$ cat config.mk
export PLATFORM = sky130hd
export DESIGN_NAME = sequence_to_midi_event_transcoder_top
export DESIGN_NICKNAME = d
export VERILOG_FILES = /design/src/design/smet_pkg.sv /design/src/design/smet_decode.sv /design/src/design/smet_outbuf.sv /design/src/design/sequence_to_midi_event_transcoder_top.sv
export SDC_FILE = /design/constraint.sdc
export NUM_CORES = 1
export LEC_CHECK = 0
export ABC_AREA = 1
export BUFFER_PORTS_ARGS = -buffer_cell sky130_fd_sc_hd__buf_4
export CAP_MARGIN = 0
export CORE_MARGIN = 3
export CORE_UTILIZATION = 57
export DETAILED_ROUTE_END_ITERATION = 12
export PLACE_DENSITY = 0.78
export SLEW_MARGIN = 0
export SYNTH_ARGS = -nofsm -noshare
export SYNTH_HDL_FRONTEND = slang
export SYNTH_HIERARCHICAL = 1
export SYNTH_SLANG_ARGS = --single-unit
$ cat constraint.sdc
create_clock -name clk_i -period 2.97 [get_ports clk_i]
set_input_delay 0.594 -clock clk_i [delete_from_list [all_inputs] [get_ports clk_i]]
set_output_delay 0.594 -clock clk_i [all_outputs]
set_load 0.1 [all_outputs]
$ cat src/design/smet_pkg.sv
package smet_pkg;

  localparam int unsigned MaxResults = 4;
  localparam int unsigned CntW       = $clog2(MaxResults + 1);

  typedef enum logic [3:0] {
    PhEvent,
    PhDelay1,
    PhDelay2,
    PhParam1,
    PhParam2,
    PhSingle,
    PhCount,
    PhCdata,
    PhSysex,
    PhMtype,
    PhMlen,
    PhMdata,
    PhDone
  } smet_phase_e;

  typedef struct packed {
    logic [7:0] in_byte;
    logic       segment_start;
  } smet_in_t;

  typedef struct packed {
    logic [7:0] out_byte;
    logic       byte_valid;
    logic       segment_end;
    logic       last;
  } smet_out_t;

  typedef struct packed {
    smet_phase_e phase;
    logic [7:0]  running_status;
    logic        pending_zero_delay;
    logic [7:0]  bytes_left;
    logic [7:0]  held_note;
  } smet_state_t;

  // one decoded item: up to MaxResults result bytes plus their count
  typedef struct packed {
    smet_out_t [MaxResults-1:0] res;
    logic [CntW-1:0]            cnt;
  } smet_batch_t;

endpackage

$ cat src/design/smet_decode.sv
module smet_decode (
  input  smet_pkg::smet_in_t    in_data_i,
  input  smet_pkg::smet_state_t state_i,
  input  logic                  drum_note_off_i,
  output smet_pkg::smet_state_t state_o,
  output smet_pkg::smet_batch_t batch_o
);

  localparam logic [7:0] SysexStart = 8'hF0;
  localparam logic [7:0] SysexCount = 8'hF7;
  localparam logic [7:0] MetaStatus = 8'hFF;
  localparam logic [7:0] MetaEnd    = 8'h2F;
  localparam logic [7:0] DrumNoteOn = 8'h99;
  localparam logic [7:0] DataMask   = 8'h7F;
  localparam logic [7:0] VelMax     = 8'h7F;
  localparam logic [3:0] ChanDrum   = 4'h9;
  localparam logic [3:0] ChanSwap   = 4'hF;
  localparam logic [3:0] HiNoteOff  = 4'h8;
  localparam logic [3:0] HiProgram  = 4'hC;
  localparam logic [3:0] HiPressure = 4'hD;
  localparam logic [3:0] HiSystem   = 4'hF;

  function automatic smet_pkg::smet_out_t mk(input logic [7:0] b, input logic v,
                                             input logic e);
    smet_pkg::smet_out_t r;
    r.out_byte    = b;
    r.byte_valid  = v;
    r.segment_end = e;
    r.last        = 1'b0;
    return r;
  endfunction

  function automatic smet_pkg::smet_phase_e phase_for(input logic [7:0] s);
    smet_pkg::smet_phase_e p;
    if (s[7:4] == HiNoteOff || s[7:4] == HiProgram || s[7:4] == HiPressure) begin
      p = smet_pkg::PhSingle;
    end else if (s[7:4] == HiSystem) begin
      if (s == SysexStart)      p = smet_pkg::PhSysex;
      else if (s == SysexCount) p = smet_pkg::PhCount;
      else if (s == MetaStatus) p = smet_pkg::PhMtype;
      else                      p = smet_pkg::PhDone;
    end else begin
      p = smet_pkg::PhParam1;
    end
    return p;
  endfunction

  smet_pkg::smet_state_t cur;
  smet_pkg::smet_state_t nxt;
  smet_pkg::smet_phase_e ph;
  smet_pkg::smet_out_t   pre  [2];
  smet_pkg::smet_out_t   body [smet_pkg::MaxResults];
  logic [1:0]            pcnt;
  logic [smet_pkg::CntW-1:0] bcnt;
  logic [smet_pkg::CntW-1:0] total;
  logic                  run_body;
  logic [7:0]            b;
  logic [7:0]            s;
  logic [7:0]            bl_dec;

  assign b = in_data_i.in_byte;

  always_comb begin
    cur = state_i;
    if (in_data_i.segment_start) begin
      cur.phase              = smet_pkg::PhEvent;
      cur.running_status     = '0;
      cur.pending_zero_delay = 1'b0;
      cur.bytes_left         = '0;
      cur.held_note          = '0;
    end
  end

  always_comb begin
    nxt      = cur;
    pre[0]   = '0;
    pre[1]   = '0;
    pcnt     = '0;
    run_body = 1'b1;
    ph       = cur.phase;
    s        = b;
    if (cur.phase == smet_pkg::PhEvent) begin
      if (cur.pending_zero_delay) begin
        pre[0] = mk(8'h00, 1'b1, 1'b0);
        pcnt   = 2'd1;
        nxt.pending_zero_delay = 1'b0;
      end
      if (b[7]) begin
        // status byte: swap channels 9 and 15 on channel-voice messages
        if (b[7:4] != HiSystem) begin
          if (b[3:0] == ChanDrum)      s = {b[7:4], ChanSwap};
          else if (b[3:0] == ChanSwap) s = {b[7:4], ChanDrum};
        end
        nxt.running_status = s;
        ph        = phase_for(s);
        nxt.phase = ph;
        run_body  = 1'b0;
        if (s != MetaStatus) begin
          pre[pcnt[0]] = mk(s, 1'b1, ph == smet_pkg::PhDone);
          pcnt         = pcnt + 2'd1;
        end
      end else begin
        // running status; non-meta system status is re-emitted ahead of the data
        ph        = phase_for(cur.running_status);
        nxt.phase = ph;
        if (cur.running_status[7:4] == HiSystem && cur.running_status != MetaStatus) begin
          pre[pcnt[0]] = mk(cur.running_status, 1'b1, ph == smet_pkg::PhDone);
          pcnt         = pcnt + 2'd1;
          if (ph == smet_pkg::PhDone) run_body = 1'b0;
        end
      end
    end
  end

  always_comb begin
    state_o = nxt;
    for (int i = 0; i < smet_pkg::MaxResults; i++) body[i] = '0;
    bcnt   = '0;
    bl_dec = cur.bytes_left - 8'd1;
    if (run_body) begin
      unique case (ph) inside
        smet_pkg::PhDelay1: begin
          body[0] = mk(b, 1'b1, 1'b0);
          bcnt    = 3'd1;
          state_o.phase = b[7] ? smet_pkg::PhDelay2 : smet_pkg::PhEvent;
        end
        smet_pkg::PhDelay2: begin
          body[0] = mk(b, 1'b1, 1'b0);
          bcnt    = 3'd1;
          state_o.phase = smet_pkg::PhEvent;
        end
        smet_pkg::PhParam1: begin
          body[0] = mk(b, 1'b1, 1'b0);
          bcnt    = 3'd1;
          state_o.held_note = b;
          state_o.phase     = smet_pkg::PhParam2;
        end
        smet_pkg::PhParam2, smet_pkg::PhSingle: begin
          body[0] = mk(b & DataMask, 1'b1, 1'b0);
          bcnt    = 3'd1;
          if (ph == smet_pkg::PhParam2) begin
            // drum note-off: delay 0, note, velocity 0
            if (cur.running_status == DrumNoteOn && drum_note_off_i) begin
              body[1] = mk(8'h00, 1'b1, 1'b0);
              body[2] = mk(cur.held_note, 1'b1, 1'b0);
              body[3] = mk(8'h00, 1'b1, 1'b0);
              bcnt    = 3'd4;
            end
          end else if (cur.running_status[7:4] == HiNoteOff) begin
            body[1] = mk(VelMax, 1'b1, 1'b0);
            bcnt    = 3'd2;
          end
          if (b[7]) begin
            state_o.pending_zero_delay = 1'b1;
            state_o.phase              = smet_pkg::PhEvent;
          end else begin
            state_o.phase = smet_pkg::PhDelay1;
          end
        end
        smet_pkg::PhCount, smet_pkg::PhMlen: begin
          body[0] = mk(b, 1'b1, 1'b0);
          bcnt    = 3'd1;
          state_o.bytes_left = b;
          if (b == 8'h00)                  state_o.phase = smet_pkg::PhDelay1;
          else if (ph == smet_pkg::PhCount) state_o.phase = smet_pkg::PhCdata;
          else                              state_o.phase = smet_pkg::PhMdata;
        end
        smet_pkg::PhCdata, smet_pkg::PhMdata: begin
          body[0] = mk(b, 1'b1, 1'b0);
          bcnt    = 3'd1;
          state_o.bytes_left = bl_dec;
          if (bl_dec == 8'h00) state_o.phase = smet_pkg::PhDelay1;
        end
        smet_pkg::PhSysex: begin
          body[0] = mk(b, 1'b1, 1'b0);
          bcnt    = 3'd1;
          // terminator doubles as a long first delay byte
          if (b == SysexCount) state_o.phase = smet_pkg::PhDelay2;
        end
        smet_pkg::PhMtype: begin
          if (b == MetaEnd) begin
            body[0] = mk(8'h00, 1'b0, 1'b1);
            bcnt    = 3'd1;
            state_o.phase = smet_pkg::PhDone;
          end else begin
            body[0] = mk(MetaStatus, 1'b1, 1'b0);
            body[1] = mk(b, 1'b1, 1'b0);
            bcnt    = 3'd2;
            state_o.phase = smet_pkg::PhMlen;
          end
        end
        default: begin
          state_o.phase = smet_pkg::PhDone;
        end
      endcase
    end
  end

  always_comb begin
    total = {1'b0, pcnt} + bcnt;
    for (int i = 0; i < smet_pkg::MaxResults; i++) begin
      if (2'(i) < pcnt && i < 2) begin
        batch_o.res[i] = pre[i[0]];
      end else begin
        batch_o.res[i] = body[2'(i) - pcnt];
      end
      batch_o.res[i].last = (3'(i) + 3'd1 == total);
    end
    batch_o.cnt = total;
  end

endmodule

$ cat src/design/smet_outbuf.sv
module smet_outbuf (
  input  logic                  clk_i,
  input  logic                  rst_ni,
  input  logic                  load_i,
  input  smet_pkg::smet_batch_t batch_i,
  output logic                  can_load_o,
  output logic                  out_valid_o,
  input  logic                  out_ready_i,
  output smet_pkg::smet_out_t   out_data_o
);

  smet_pkg::smet_out_t       buf_q [smet_pkg::MaxResults];
  smet_pkg::smet_out_t       buf_d [smet_pkg::MaxResults];
  logic [smet_pkg::CntW-1:0] cnt_q;
  logic [smet_pkg::CntW-1:0] cnt_d;
  logic                      take;

  assign out_valid_o = (cnt_q != '0);
  assign take        = out_valid_o && out_ready_i;
  assign can_load_o  = (cnt_q == '0) || (cnt_q == 3'd1 && out_ready_i);
  assign out_data_o  = buf_q[0];

  always_comb begin
    buf_d = buf_q;
    cnt_d = cnt_q;
    if (load_i) begin
      for (int i = 0; i < smet_pkg::MaxResults; i++) buf_d[i] = batch_i.res[i];
      cnt_d = batch_i.cnt;
    end else if (take) begin
      // shift the queue towards the head
      for (int i = 0; i < smet_pkg::MaxResults - 1; i++) buf_d[i] = buf_q[i+1];
      cnt_d = cnt_q - 3'd1;
    end
  end

  always_ff @(posedge clk_i or negedge rst_ni) begin
    if (!rst_ni) begin
      cnt_q <= '0;
    end else begin
      cnt_q <= cnt_d;
    end
  end

  always_ff @(posedge clk_i) begin
    buf_q <= buf_d;
  end

  a_cnt_bound: assert property (@(posedge clk_i) disable iff (!rst_ni)
    cnt_q <= 3'(smet_pkg::MaxResults))
    else $error("result count over capacity");

  a_last_at_tail: assert property (@(posedge clk_i) disable iff (!rst_ni)
    (cnt_q == 3'd1) |-> buf_q[0].last)
    else $error("final result of an item lacks last");

  a_no_early_last: assert property (@(posedge clk_i) disable iff (!rst_ni)
    (cnt_q > 3'd1) |-> !buf_q[0].last)
    else $error("last raised before the item's final result");

  a_load_drains: assert property (@(posedge clk_i) disable iff (!rst_ni)
    (load_i && cnt_q != '0) |-> (take && cnt_q == 3'd1))
    else $error("new item loaded over pending results");

endmodule

$ cat src/design/sequence_to_midi_event_transcoder_top.sv
// Timing: the first result of an item is offered in the cycle after the item is taken.
// Throughput: one item per cycle while each item yields at most one result and the
//   output is ready; an item yielding more than one result (up to 4) holds the input
//   until the single output queue (one result per cycle while ready) holds its last one.
// Reset: asynchronous, active low; clears phase, running status and counters,
//   empties the output queue and sets drum_note_off to 1.
module sequence_to_midi_event_transcoder_top (
  input  logic                clk_i,
  input  logic                rst_ni,
  input  logic                in_valid_i,
  output logic                in_ready_o,
  input  smet_pkg::smet_in_t  in_data_i,
  output logic                out_valid_o,
  input  logic                out_ready_i,
  output smet_pkg::smet_out_t out_data_o,
  input  logic                cfg_we_i,
  input  logic                cfg_data_i
);

  smet_pkg::smet_state_t state_q;
  smet_pkg::smet_state_t state_d;
  smet_pkg::smet_batch_t batch;
  logic                  drum_q;
  logic                  in_fire;

  assign in_fire = in_valid_i && in_ready_o;

  smet_decode u_decode (
    .in_data_i       (in_data_i),
    .state_i         (state_q),
    .drum_note_off_i (drum_q),
    .state_o         (state_d),
    .batch_o         (batch)
  );

  smet_outbuf u_outbuf (
    .clk_i       (clk_i),
    .rst_ni      (rst_ni),
    .load_i      (in_fire),
    .batch_i     (batch),
    .can_load_o  (in_ready_o),
    .out_valid_o (out_valid_o),
    .out_ready_i (out_ready_i),
    .out_data_o  (out_data_o)
  );

  always_ff @(posedge clk_i or negedge rst_ni) begin
    if (!rst_ni) begin
      state_q.phase              <= smet_pkg::PhEvent;
      state_q.running_status     <= '0;
      state_q.pending_zero_delay <= 1'b0;
      state_q.bytes_left         <= '0;
      state_q.held_note          <= '0;
      drum_q                     <= 1'b1;
    end else begin
      if (in_fire) state_q <= state_d;
      if (cfg_we_i) drum_q <= cfg_data_i;
    end
  end

  a_done_silent: assert property (@(posedge clk_i) disable iff (!rst_ni)
    (in_fire && state_q.phase == smet_pkg::PhDone && !in_data_i.segment_start)
      |=> !out_valid_o)
    else $error("item after segment end produced a result");

  a_done_sticks: assert property (@(posedge clk_i) disable iff (!rst_ni)
    (in_fire && state_q.phase == smet_pkg::PhDone && !in_data_i.segment_start)
      |=> state_q.phase == smet_pkg::PhDone)
    else $error("segment reopened without segment_start");

endmodule
Word-level counts from Yosys, hierarchy flattened:

Cells that the tools add are included.

* add/sub/neg operators: 8
* order comparisons: 8
* equality and inequality tests: 40
* bitwise gates (word level): 5
* reductions and logical operators: 21
* muxes and demuxes: 92

Operator list (count)
* two-way mux 11 bit: 15
* two-way mux 22 bit: 6
* binary-select mux 11 bit (select 2 bit): 4
* two-way mux 4 bit: 22
* two-way mux 33 bit: 2
* equality test 4 bit (second input constant): 16
* equality test 8 bit (second input constant): 8
* bitwise mux 22 bit: 2
* two-way mux 44 bit: 1
* case mux 11 bit (3 select lines): 1
* two-way mux 8 bit: 4
* case mux 4 bit (8 select lines): 1
* two-way mux 29 bit: 1
* two-way mux 3 bit: 9
* two-way mux 25 bit: 1
* case mux 11 bit (2 select lines): 1
* two-way mux 17 bit: 1
* equality test 4 x 3 -> 1 bit (second input constant): 4
* zero test 8 bit: 2
* two-way mux 2 bit: 8
* inequality test 8 bit (second input constant): 2
* case mux 8 bit (2 select lines): 1
* two-way mux 13 bit: 1
* >= comparator 3 bit (second input constant): 4
* 31 further kinds: 57

* output and inout port bits: 13
* input port bits: 15
* word-level logic and storage cells: 197
* register bits: 77

Longest topological paths before layout:

Gate-level depths: netlist of run 1.

* word-level depth: 25
* mapped depth: 26
* depth with buffers taken out: 25

By module:

The synthesis of run 1 kept the hierarchy.

By module, submodules not included
* smet_decode: sequential area each 0.0 um2, area each 2778.9 um2, times used 1, cells each 581
* smet_outbuf: sequential area each 1396.3 um2, area each 2052.0 um2, times used 1, cells each 193
* sequence_to_midi_event_transcoder_top: sequential area each 752.0 um2, area each 1197.4 um2, times used 1, cells each 131

Least setup slack after synthesis of run 1:

No wires, ideal clock.

* path type: input -> register
* start: in in_data_i[8] (netlist bit)
* end: reg u_outbuf/buf_q[11] (netlist bit) (data pin)
* setup time: 252 ps
* setup slack: -571 ps
* buffers on the path: 1
* data required time: 2718 ps
* arrival: 3289 ps
* stages on the path: 23
* path through: buf_4 -> nand2_1 -> inv_1 -> nand2_1 -> nand2_1 -> a21oi_1 -> nand2_2 -> nand2_1 -> nand2_1 -> nand2_1 -> nand2_2 -> nand2_4 -> nand2_1 -> nor2_4 -> nand2_1 -> a31oi_1 -> ha_1 -> inv_1 -> fa_1 -> xor2_1 -> nor3_1 -> nand2_1 -> nand2_1

RTL lines
* from (decl): RTL line sequence_to_midi_event_transcoder_top.sv:12 `input smet_pkg::smet_in_t in_data_i,`
* to (signal assigned): RTL line smet_outbuf.sv:45 `buf_q <= buf_d;`
* to (decl): RTL line smet_outbuf.sv:12 `smet_pkg::smet_out_t buf_q [smet_pkg::MaxResults];`

==> results of run 1 <==
[layout make-up]
class | instances | area (um2)
inverters | 83 | 320.3
multi-input cells | 693 | 3958
clock inverters | 7 | 82.58
well taps | 133 | 166.4
repair buffers | 171 | 1319
flip-flops and latches | 77 | 2148
fillers | 672 | 1927
clock buffers | 9 | 123.9
[cells by family (layout without fill, tap and decap cells)]
group / count (synthesis) / count (layout) / synth area share, %
and+or+nand+nor: 582 / 582 / 40.70
adders and majority gates: 13 / 13 / 2.823
DFF: 77 / 77 / 35.64
buffers and inverters: 135 / 270 / 10.50
AOI/OAI and AO/OA: 90 / 90 / 9.153
xor gates and xnor gates: 7 / 7 / 1.017
muxes: 1 / 1 / 0.1661
[path summary, 6_finish.rpt]
kind / start / cells after the start / endpoint
min in group clk_i: cfg_we_i / 2 / drum_q$_DFFE_PN1P_
max in group asynchronous: rst_ni / 1 / drum_q$_DFFE_PN1P_
max reg2reg: state_q[21]$_DFFE_PN0P_ / 20 / u_outbuf/out_data_o[0]$_DFFE_PP_
min: rst_ni / 1 / state_q[21]$_DFFE_PN0P_
min reg2reg: state_q[13]$_DFFE_PN0P_ / 2 / state_q[13]$_DFFE_PN0P_
max: state_q[21]$_DFFE_PN0P_ / 20 / u_outbuf/out_data_o[0]$_DFFE_PP_
[critical path: cells and delay by family, from the launching register on]
kind,cells,cell delay [ns]
adder cells (fa/ha/maj),2,0.81
AND/OR/NAND/NOR,9,0.87
buffers and inverters,5,0.44
AO/OA/AOI/OAI,4,0.62
flip-flops,1,0.39
[power breakdown]
part	internal (uW)	switching (uW)	total, uW
combinational	2070	3930	6010
clock	401	462	863
sequential	1720	213	1940
[metal layers]
metal	vias to the layer above	GRT usage, %	routed length [um]
met2	477	57.19	9796
met5	-	0	0
met1	3260	41.14	7993
met4	0	19.30	1397
li1	3209	-	-
met3	128	4.973	1864
[sequential cells by signal, summed over array words and instances (netlist names)]
| register | flops |
|---|---|
| u_outbuf/buf_q | 33 |
| drum_q | 1 |
| u_outbuf/cnt_q | 3 |
| state_q | 29 |
| u_outbuf/out_data_o | 11 |
[placed cells by master (no fill, tap or decap), types with 3 or more instances in the layout]
master | netlist | layout
o32ai_1 | 9 | 7
a21oi_2 | 0 | 3
o21ai_1 | 16 | 15
clkbuf_8 | 0 | 9
nand3_1 | 100 | 68
dfrtp_1 | 32 | 32
xor2_1 | 7 | 6
nand2_2 | 7 | 35
nand3_2 | 0 | 23
nor2_2 | 3 | 5
buf_4 | 16 | 165
nand2_1 | 395 | 343
inv_1 | 70 | 56
ha_1 | 12 | 10
nor2_1 | 40 | 32
a31oi_1 | 5 | 3
inv_2 | 9 | 21
nand2_4 | 1 | 24
nor3_2 | 1 | 4
o22ai_1 | 8 | 7
edfxtp_1 | 44 | 44
nand4_1 | 12 | 12
a21oi_1 | 8 | 3
nor2_4 | 3 | 9
nand3_4 | 0 | 9
o21ai_0 | 27 | 26
o31ai_1 | 9 | 9
buf_6 | 6 | 4
inv_4 | 0 | 3
nor3_1 | 14 | 11
[through the flow]
stage / hold slack [ns] / setup slack [ns]
after floorplan: 0.2984 / -0.3256
after global placement: 0.4541 / -0.5754
after detailed placement: 0.4595 / -0.6438
after CTS: 0.1687 / -0.08314
after global routing: 0.1806 / -0.4781
final: 0.1604 / -0.3254
[timing repair]
action                                  CTS  global route
gates resized for setup                  36           123
buffers inserted                         12            20
endpoints found under the setup margin    6            46
pin swaps                                28            51
==> summary.txt, run 1 <==
Layout
  – ANT cells: 0
  – Finished Layout Cells: 1,173
  – Layout Nets: 1,063
  – Post-layout util: 80.82%
  – Area grow syn2layout: 34.66%
  – Final instance area: 8118 um2
  – Proportion of layout cells with a drive suffix above 1: 33.08%

Critical path
  – CP Launch Type: flip-flop
  – Crit path kind: flip-flop to flip-flop
  – Reg-to-reg slack, setup: -0.33 ns
  – CP most frequent cell: nor2_4
  – Critical Path Fanout Max: 4
  – Slowest CP cell: fa_2
  – CP Cell Sequence: inv_2, nor2_4, nand2_2, nor2_4, nand2_4, o21bai_1, inv_1, buf_4, a21oi_4, nor2_4, nor2_4, a21oi_4, a31oi_4, ha_2, inv_2, fa_2, inv_2, nor3_2, nand2_1, nand2_1
  – Largest stage delay, worst path: 0.61 ns
  – Crit path arrival time: 3.54 ns
  – Worst EP required: 3.22 ns
  – Setup crit end kind: flip-flop

Pwr
  – LEAKAGE: 0.003995 uW
  – PD cells: 1085 nW/um2
  – Peak supply drop: 0.8004 mV
  – Power Total: 8805 uW

Die
  – Rows: 36
  – Io pins: 28
  – Die X: 108.8 um
  – Initial Utilization: 60.01%
  – Die Span Y: 108.8 um
  – Core area: 10,040 um2
  – Die ar.: 11,850 um2

Clocking
  – TritonCTS clock tree: yes
  – Num CTS Buffers: 9
  – Hold-fix buffers, CTS: 0
  – Worst-path clk slew: 0.10 ns
  – Bufs on Longest Clock Path: 2
  – Root Buffer: clkbuf_8
  – Sink Count: 77
  – Worst skew pair latency: 0.38 ns
  – Clock H-tree levels: 3

Timing
  – Worst-margin pin slew: 0.5678 ns
  – # setup viols final: 39
  – Setup TNS: -7.039 ns
  – Final worst slack: -0.3254 ns
  – Min Tclk post-route: 3.295 ns
  – Final Max Tran Viols: 0
  – RSZ-0062 raised after global routing: yes
  – Layout Skew: 0.01446 ns
  – Maximum clock frequency: 303.5 MHz
  – Final Hold Vio Count: 0
  – Rel. slew slack: 62.09%
  – Part of the cycle the worst path needs: 111.0%

Synthesis
  – Area contributors post-synth: nand2_1 25%, edfxtp_1 22%, dfrtp_1 13%
  – Synth top cells by count: 395 x nand2_1, 100 x nand3_1, 70 x inv_1, 44 x edfxtp_1, 40 x nor2_1
  – Asr flop ratio synth: 42.86%
  – Ys flop type: edfxtp_1
  – Netlist cell types: 43
  – Post-Synthesis Cells: 905
  – Number of synthesized flops with an enable pin: 44
  – Mapped Area: 6028 um2
  – Synthesized flop and latch total: 77
  – Largest area contributor in the netlist: nand2_1
  – Register area share after synthesis: 35.64%
  – Most common cell in the netlist: nand2_1
  – Post-synth top area share: 24.60%
  – Syn Nets: 933
  – Syn Area/Cell: 6.661 um2
  – Synth warn: 6

Placed design
  – DP Area: 7015 um2
  – DP HPWL: 13,870 um
  – GP Congestion: 0.9814
  – IO Port Bufs: 27
  – DP Cell Count: 1,125

Min path
  – HP Class: primary input to async pin

Global route
  – Initial antenna violation count: 0
  – Gr ovfl total: 0
  – Largest net degree at the start of global routing: 50
  – Gr usage total: 33.81%
  – First-pass GRT wire length: 31,170 um
  – Vias in the first global route: 6,423

Detailed routing
  – DRT iter0 DRCs: 906
  – Routed len/inst: 17.95 um
  – Vias per cell: 6.031
  – Antenna Nets Post-Route: 0
  – DRT Pass-1 Iters: 8
  – Total number of vias: 7,074
  – Final WL: 21,050 um
  – Drt drc: 0

Status
  – Status: finished with violations
  – Failing checks: setup timing

Job
  – Max_cap viols: 0
Note: power is estimated with default switching activity, not from simulation.
==> inputs of run 2 (changes only) <==
--- a/config.mk
+++ b/config.mk
@@ -12,8 +12,8 @@
 export CORE_UTILIZATION = 57
 export DETAILED_ROUTE_END_ITERATION = 12
 export PLACE_DENSITY = 0.78
+export SKIP_CTS_REPAIR_TIMING = 1
 export SLEW_MARGIN = 0
 export SYNTH_ARGS = -nofsm -noshare
 export SYNTH_HDL_FRONTEND = slang
-export SYNTH_HIERARCHICAL = 1
 export SYNTH_SLANG_ARGS = --single-unit
==> summary.txt, run 2 <==
Detailed routing
  – Antenna Nets Post-Route: 0 (unchanged)
  – DRT Pass-1 Iters: 6 (-2)
  – Final WL: 18,560 um (-12%)
  – Total number of vias: 6,261 (-11%)
  – Routed len/inst: 17.01 um (-5.2%)
  – Vias per cell: 5.739 (-4.8%)
  – DRT iter0 DRCs: 555 (-39%)
  – Drt drc: 0 (unchanged)

Die
  – Core area: 9819 um2 (-2.2%)
  – Initial Utilization: 59.16% (-0.85 points)
  – Die X: 107.0 um (-1.7%)
  – Die Span Y: 107.0 um (-1.7%)
  – Io pins: 28 (unchanged)
  – Rows: 36 (unchanged)
  – Die ar.: 11,440 um2 (-3.4%)

Placed design
  – GP Congestion: 1.004 (+2.3%)
  – DP Area: 7007 um2 (-0.12%)
  – Post-Place Worst Slack: -0.5567 ns (+0.08707 ns)
  – DP HPWL: 13,480 um (-2.7%)
  – IO Port Bufs: 27 (unchanged)

Layout
  – Post-layout util: 77.85% (-3.0 points)
  – FILL cells: 743 (+11%)
  – Area grow syn2layout: 31.60%
  – Max FFs per register: 33 (unchanged)
  – Proportion of layout cells with a drive suffix above 1: 31.63% (-1.4 points)
  – Top reg by flops: u_outbuf.buf_q
  – Final instance area: 7645 um2 (-5.8%)
  – Layout Nets: 981 (-7.7%)
  – Commonest non-fill, non-tap cells in the layout: 180 x nand2_1, 153 x buf_4, 78 x inv_1, 78 x nor2_1, 66 x a21oi_1
  – ANT cells: 0 (unchanged)
  – Most common cell after layout, fill and taps aside: nand2_1

Pwr
  – Peak supply drop: 0.6524 mV (-18%)
  – P_int: 3777 uW (-10%)
  – Power Total: 7478 uW (-15%)
  – LEAKAGE: 0.003590 uW (-10%)
  – Flop pwr share: 25.6% (+3.6 points)
  – Share of total power in the clock network: 12.1% (+2.3 points)
  – Combinational share of power: 62.3% (-5.9 points)
  – PD cells: 978.2 nW/um2 (-9.8%)
  – Net Sw Frac: 49.50% (-2.8 points)
  – Psw: 3702 uW (-20%)

Critical path
  – Setup crit end kind: flip-flop
  – Setup crit start: state_q[23]$_DFFE_PN0P_
  – Crit path kind: flip-flop to flip-flop
  – Largest stage delay, worst path: 0.47 ns (-0.14 ns)
  – Reg2Reg Launch Point: state_q[23]$_DFFE_PN0P_
  – Reg-to-reg slack, setup: -0.14 ns (+0.19 ns)
  – Critical Path Fanout Max: 4 (unchanged)
  – Crit path arrival time: 3.31 ns (-0.23 ns)
  – Reg-to-reg endpoint: u_outbuf.buf_q[22]$_DFFE_PP_
  – Slowest CP cell: fa_2
  – CP Cell Sequence: inv_1, nand2_2, nand4_1, nand2_1, inv_2, a21oi_4, nand2_4, a21oi_4, nand2_2, a21oi_2, nand2_2, a31oi_4, ha_4, inv_2, fa_2, inv_2, nand2_4, o31ai_2
  – CP Launch Type: flip-flop
  – Reg2reg path depth: 18 (-10%)
  – Worst EP required: 3.17 ns (-0.05 ns)

Global route
  – Gr ovfl total: 0 (unchanged)
  – GRT met2 Usage: 54.36% (-2.8 points)
  – Vias in the first global route: 6,036 (-6.0%)
  – Met3 GRT Util: 4.997% (+0.024 points)
  – First-pass GRT wire length: 29,500 um (-5.4%)
  – Initial antenna violation count: 0 (unchanged)
  – Largest net degree at the start of global routing: 57 (+14%)
  – Layer carrying the most global-route usage: met2
  – GR Util met1: 42.76% (+1.6 points)
  – Gr usage total: 32.77% (-1.0 points)

Timing
  – # setup viols final: 6 (-85%)
  – RSZ-0062 raised after global routing: yes
  – Final Max Tran Viols: 0 (unchanged)
  – Part of the cycle the worst path needs: 104.7% (-6.3 points)
  – Min Tclk post-route: 3.109 ns (-0.1864 ns)
  – Rel. slew slack: 64.47% (+2.4 points)
  – Final Hold Vio Count: 0 (unchanged)
  – Final worst slack: -0.1390 ns (+0.1864 ns)
  – Layout Skew: 0.007995 ns (-0.006468 ns)
  – Worst-margin pin slew: 0.5322 ns (-0.03557 ns)
  – Setup TNS: -0.5858 ns (+6.453 ns)
  – Maximum clock frequency: 321.7 MHz (+6.0%)

Status
  – Status: finished with violations
  – Failing checks: setup timing

Synthesis
  – Syn Nets: 853 (-8.6%)
  – Post-synth top area share: 22.74% (-1.9 points)
  – Synthesized flop and latch total: 77 (unchanged)
  – Netlist cell types: 50 (+16%)
  – Most common cell in the netlist: nand2_1
  – Ys flop type: edfxtp_1
  – Number of synthesized flops with an enable pin: 44 (unchanged)
  – Post-Synthesis Cells: 825 (-8.8%)
  – Largest family of logic cells by synthesized area: simple AND/OR/NAND/NOR gates
  – Complex-gate fraction of the synthesized area: 16.22% (+7.1 points)
  – Syn Area/Cell: 7.042 um2 (+5.7%)
  – Synth top cells by count: 206 x nand2_1, 89 x inv_1, 84 x nor2_1, 80 x a21oi_1, 54 x o21ai_0
  – Xor/xnor share of the synthesized area: 1.055% (+0.038 points)
  – Asr flop ratio synth: 42.86% (unchanged)
  – Synth warn: 0 (-6)
  – Mapped Area: 5809 um2 (-3.6%)
  – Adder-Cell Fraction of Synth Area: 2.929% (+0.11 points)
  – Register area share after synthesis: 36.98% (+1.3 points)
  – Largest area contributor in the netlist: edfxtp_1
  – Mux contribution to synthesized area: 0.3446% (+0.18 points)
  – Area contributors post-synth: edfxtp_1 23%, dfrtp_1 14%, nand2_1 13%
  – Simple-gate share of the synthesized area: 31.49% (-9.2 points)

Clocking
  – Clock H-tree levels: 3 (unchanged)
  – Root Buffer: clkbuf_8
  – Bufs on Longest Clock Path: 2 (unchanged)
  – TritonCTS clock tree: yes
  – Worst skew pair latency: 0.37 ns (about the same)
  – Num CTS Buffers: 9 (unchanged)
  – Worst-path clk slew: 0.08 ns (-0.02 ns)
  – Sink Count: 77 (unchanged)

Min path
  – HP Class: primary input to async pin

Job
  – Max_cap viols: 0 (unchanged)
## run 2: cell types whose count changed after synthesis, sizes merged, moves of 3 or more
cell / change
nor2: +45
o32ai: -9
nand3: -44
inv: +18
a21oi: +75
o21ai: +18
nor3: +3
buf: -16
o22ai: -3
clkbuf: +9
nand2: -180
## run 2: kinds of logic after synthesis
group / Yosys count
AO/OA/AOI/OAI: 171
adder cells (fa/ha/maj): 13
XOR/XNOR: 7
buffers and inverters: 146
multiplexers: 2
AND/OR/NAND/NOR: 409
flip-flops: 77
## run 2: area by class of cell
class	instances	area, um2	area share (%)
multi-input cells	602	3438	44.98
flip-flops and latches	77	2148	28.10
well taps	133	166.4	2.177
inverters	101	404.1	5.286
repair buffers	162	1275	16.68
clock buffers	10	127.6	1.669
clock inverters	6	85.08	1.113
## run 2: per-stage QoR
stage               instances  hold WS (ns)
CTS                      1069        0.1929
detailed placement       1053        0.5047
finish                   1091        0.1851
floorplan                 825        0.2984
global placement         1053        0.4998
global route             1091        0.2064
## run 2: worst max-delay path by stage
stage                     slack (ns)  depth (start not counted)                             to
after global placement         -0.40                         22  u_outbuf.cnt_q[1]$_DFFE_PN0P_
after CTS                      -0.29                         19   u_outbuf.buf_q[22]$_DFFE_PP_
after floorplan                -0.36                         18  u_outbuf.cnt_q[1]$_DFFE_PN0P_
after detailed placement       -0.56                         19   u_outbuf.buf_q[22]$_DFFE_PP_
after global routing           -0.29                         21   u_outbuf.buf_q[22]$_DFFE_PP_
final                          -0.14                         18   u_outbuf.buf_q[22]$_DFFE_PP_
## run 2: per-layer routing
metal  routed length, um  vias up
li1                    -     2969
met1                7331     2877
met2                8779      353
met3                1782       62
met4                 664        0
met5                   0        -
## run 2: power groups by stage
stage	Clock (uW)	Sequential [uW]	Combinational [uW]
6_report	903	1910	4660
5_1_grt	942	1950	5040
4_1_cts	899	1910	4290
3_5_place_dp	0	1930	4270
3_3_place_gp	0	1920	4180
2_1_floorplan	0	1880	3120
## run 2: worst max-delay path, delay by kind of cell, from the launching register on
family	cells	cell delay (ns)
flip-flops	1	0.45
adder cells (fa/ha/maj)	2	0.62
buffers and inverters	4	0.28
AND/OR/NAND/NOR	7	0.67
AO/OA/AOI/OAI	5	0.93
==> inputs of run 3 (changes only) <==
--- a/config.mk
+++ b/config.mk
@@ -6,11 +6,12 @@
 export NUM_CORES = 1
 export LEC_CHECK = 0
 export ABC_AREA = 1
-export BUFFER_PORTS_ARGS = -buffer_cell sky130_fd_sc_hd__buf_4
 export CAP_MARGIN = 0
+export CORE_ASPECT_RATIO = 1.5
 export CORE_MARGIN = 3
-export CORE_UTILIZATION = 57
+export CORE_UTILIZATION = 59
 export DETAILED_ROUTE_END_ITERATION = 12
+export DONT_BUFFER_PORTS = 1
 export PLACE_DENSITY = 0.78
 export SKIP_CTS_REPAIR_TIMING = 1
 export SLEW_MARGIN = 0
==> summary.txt, run 3 (synthesis results as in run 2) <==
Critical path
  – Setup crit start: state_q[21]$_DFFE_PN0P_
  – Reg-to-reg slack, setup: -0.18 ns (-0.04 ns)
  – Crit path kind: flip-flop to flip-flop
  – Worst EP required: 3.14 ns (-0.03 ns)
  – Reg2reg path depth: 21 (+3)
  – Reg-to-reg endpoint: u_outbuf.buf_q[22]$_DFFE_PP_
  – Setup crit end kind: flip-flop
  – Critical path capture point: u_outbuf.buf_q[22]$_DFFE_PP_
  – Crit path arrival time: 3.32 ns (about the same)
  – Reg2Reg Launch Point: state_q[21]$_DFFE_PN0P_
  – CP Launch Type: flip-flop
  – Critical Path Fanout Max: 4 (unchanged)

Clocking
  – Sink Count: 77 (unchanged)
  – TritonCTS clock tree: yes
  – Clock H-tree levels: 3 (unchanged)
  – Worst skew pair latency: 0.33 ns (-0.04 ns)
  – Root Buffer: clkbuf_16
  – Worst-path clk slew: 0.06 ns (-0.02 ns)
  – Num CTS Buffers: 9 (unchanged)
  – Bufs on Longest Clock Path: 2 (unchanged)

Layout
  – Commonest non-fill, non-tap cells in the layout: 188 x nand2_1, 93 x buf_4, 81 x inv_1, 80 x nor2_1, 68 x a21oi_1
  – Proportion of layout cells with a drive suffix above 1: 23.74% (-7.9 points)
  – Max FFs per register: 33 (unchanged)
  – Top reg by flops: u_outbuf.buf_q
  – Layout Nets: 916 (-6.6%)
  – Area grow syn2layout: 21.69%
  – Most common cell after layout, fill and taps aside: nand2_1
  – Post-layout util: 75.08% (-2.8 points)
  – FILL cells: 707 (-4.8%)
  – ANT cells: 0 (unchanged)

Die
  – Core area: 9415 um2 (-4.1%)
  – Io pins: 28 (unchanged)
  – Die Span Y: 127.5 um (+19%)
  – Die ar.: 11,100 um2 (-3.0%)
  – Rows: 43 (+19%)
  – Die X: 87.02 um (-19%)
  – Initial Utilization: 61.70% (+2.5 points)

Detailed routing
  – Vias per cell: 6.102 (+6.3%)
  – Antenna Nets Post-Route: 0 (unchanged)
  – Routed len/inst: 18.24 um (+7.2%)
  – Total number of vias: 6,133 (-2.0%)
  – Final WL: 18,330 um (-1.2%)
  – DRT Pass-1 Iters: 6 (unchanged)
  – Drt drc: 0 (unchanged)
  – DRT iter0 DRCs: 700 (+26%)

Global route
  – Gr usage total: 33.56% (+0.79 points)
  – Initial antenna violation count: 0 (unchanged)
  – Vias in the first global route: 5,982 (-0.89%)
  – Gr ovfl total: 0 (unchanged)
  – First-pass GRT wire length: 29,100 um (-1.4%)
  – Largest net degree at the start of global routing: 73 (+28%)

Pwr
  – Peak supply drop: 1.354 mV (+110%)
  – Flop pwr share: 34.4% (+8.8 points)
  – Share of total power in the clock network: 14.4% (+2.3 points)
  – PD cells: 1035 nW/um2 (+5.8%)
  – Net Sw Frac: 48.93% (-0.57 points)
  – LEAKAGE: 0.003265 uW (-9.1%)
  – Combinational share of power: 51.2% (-11 points)
  – P_int: 3736 uW (-1.1%)
  – Psw: 3580 uW (-3.3%)

Job
  – Max_cap viols: 0 (unchanged)

Timing
  – Final Hold Vio Count: 0 (unchanged)
  – Rel. slew slack: 38.32% (-26 points)
  – # setup viols final: 6 (unchanged)
  – RSZ-0062 raised after global routing: yes
  – Worst-margin pin slew: 0.9271 ns (+0.3949 ns)
  – Final Max Tran Viols: 0 (unchanged)
  – Layout Skew: 0.005724 ns (-0.002272 ns)
  – Min Tclk post-route: 3.154 ns (+0.04479 ns)
  – Part of the cycle the worst path needs: 106.2% (+1.5 points)
  – Maximum clock frequency: 317.1 MHz (-1.4%)
  – Final worst slack: -0.1838 ns (-0.04479 ns)

Placed design
  – DP HPWL: 13,490 um (about the same)
  – Post-Place Worst Slack: -0.3446 ns (+0.2121 ns)
  – GP Congestion: 1.016 (+1.2%)
  – IO Port Bufs: 0 (-100%)

Status
  – Status: finished with violations
  – Failing checks: setup timing

Min path
  – HP Class: primary input to async pin
[run 3: cell type report]
cell class,instances,area [um2],share of cell area (%)
well taps,112,140.1,1.982
inverters,101,404.1,5.717
clock buffers,11,232.7,3.292
multi-input cells,602,3314,46.88
flip-flops and latches,77,2148,30.39
clock inverters,5,51.30,0.7257
repair buffers,97,778.2,11.01
[run 3: power by group through the flow]
stage / Sequential, uW / Combinational (uW) / Clock (uW)
2_1_floorplan: 1880 / 3120 / 0
3_3_place_gp: 2510 / 3390 / 0
3_5_place_dp: 2530 / 3490 / 0
4_1_cts: 2520 / 3520 / 1060
5_1_grt: 2560 / 4100 / 1100
6_report: 2510 / 3750 / 1050
[run 3: per-stage QoR]
step | TNS [ns] | std cells | area (um2) | total power [uW] | hold slack, ns
after floorplan | -3.535 | 825 | 6066 | 5000 | 0.2984
after global placement | -2.070 | 979 | 6595 | 5905 | 0.2991
after detailed placement | -3.010 | 979 | 6595 | 6022 | 0.2992
after CTS | -0.5480 | 995 | 6879 | 7101 | -0.05281
after global routing | -1.815 | 1005 | 7069 | 7758 | 0.08183
final | -0.8540 | 1005 | 7069 | 7316 | 0.07756
[run 3: layer usage]
layer	wire length (um)	GRT usage [%]
met4	1055	17.25
met1	6789	39.77
met5	0	0
met2	9079	57.27
met3	1409	5.677
[run 3: worst min-delay path by stage]
stage / startpoint / end / slack [ns]
3_3_place_gp: rst_ni / u_outbuf.cnt_q[0]$_DFFE_PN0P_ / 0.30
2_1_floorplan: rst_ni / state_q[0]$_DFFE_PN0P_ / 0.30
5_1_grt: rst_ni / u_outbuf.cnt_q[2]$_DFFE_PN0P_ / 0.08
6_report: rst_ni / u_outbuf.cnt_q[2]$_DFFE_PN0P_ / 0.08
3_5_place_dp: rst_ni / u_outbuf.cnt_q[2]$_DFFE_PN0P_ / 0.30
4_1_cts: rst_ni / u_outbuf.cnt_q[2]$_DFFE_PN0P_ / -0.05
[run 3: worst max-delay path, cell delays in order, from the launching register on]
cell,delay [ns]
dfrtp_1,0.42
nand2_4,0.10
inv_4,0.05
nand2_2,0.05
nand4_1,0.14
buf_4,0.17
nand3_1,0.07
nand2_1,0.07
nand2_2,0.08
nand2_4,0.07
inv_2,0.09
buf_4,0.13
nand2_2,0.06
a21oi_2,0.15
nand2_2,0.08
a31oi_4,0.18
ha_4,0.15
inv_2,0.04
fa_2,0.48
inv_2,0.09
nand2_2,0.06
o31ai_2,0.26
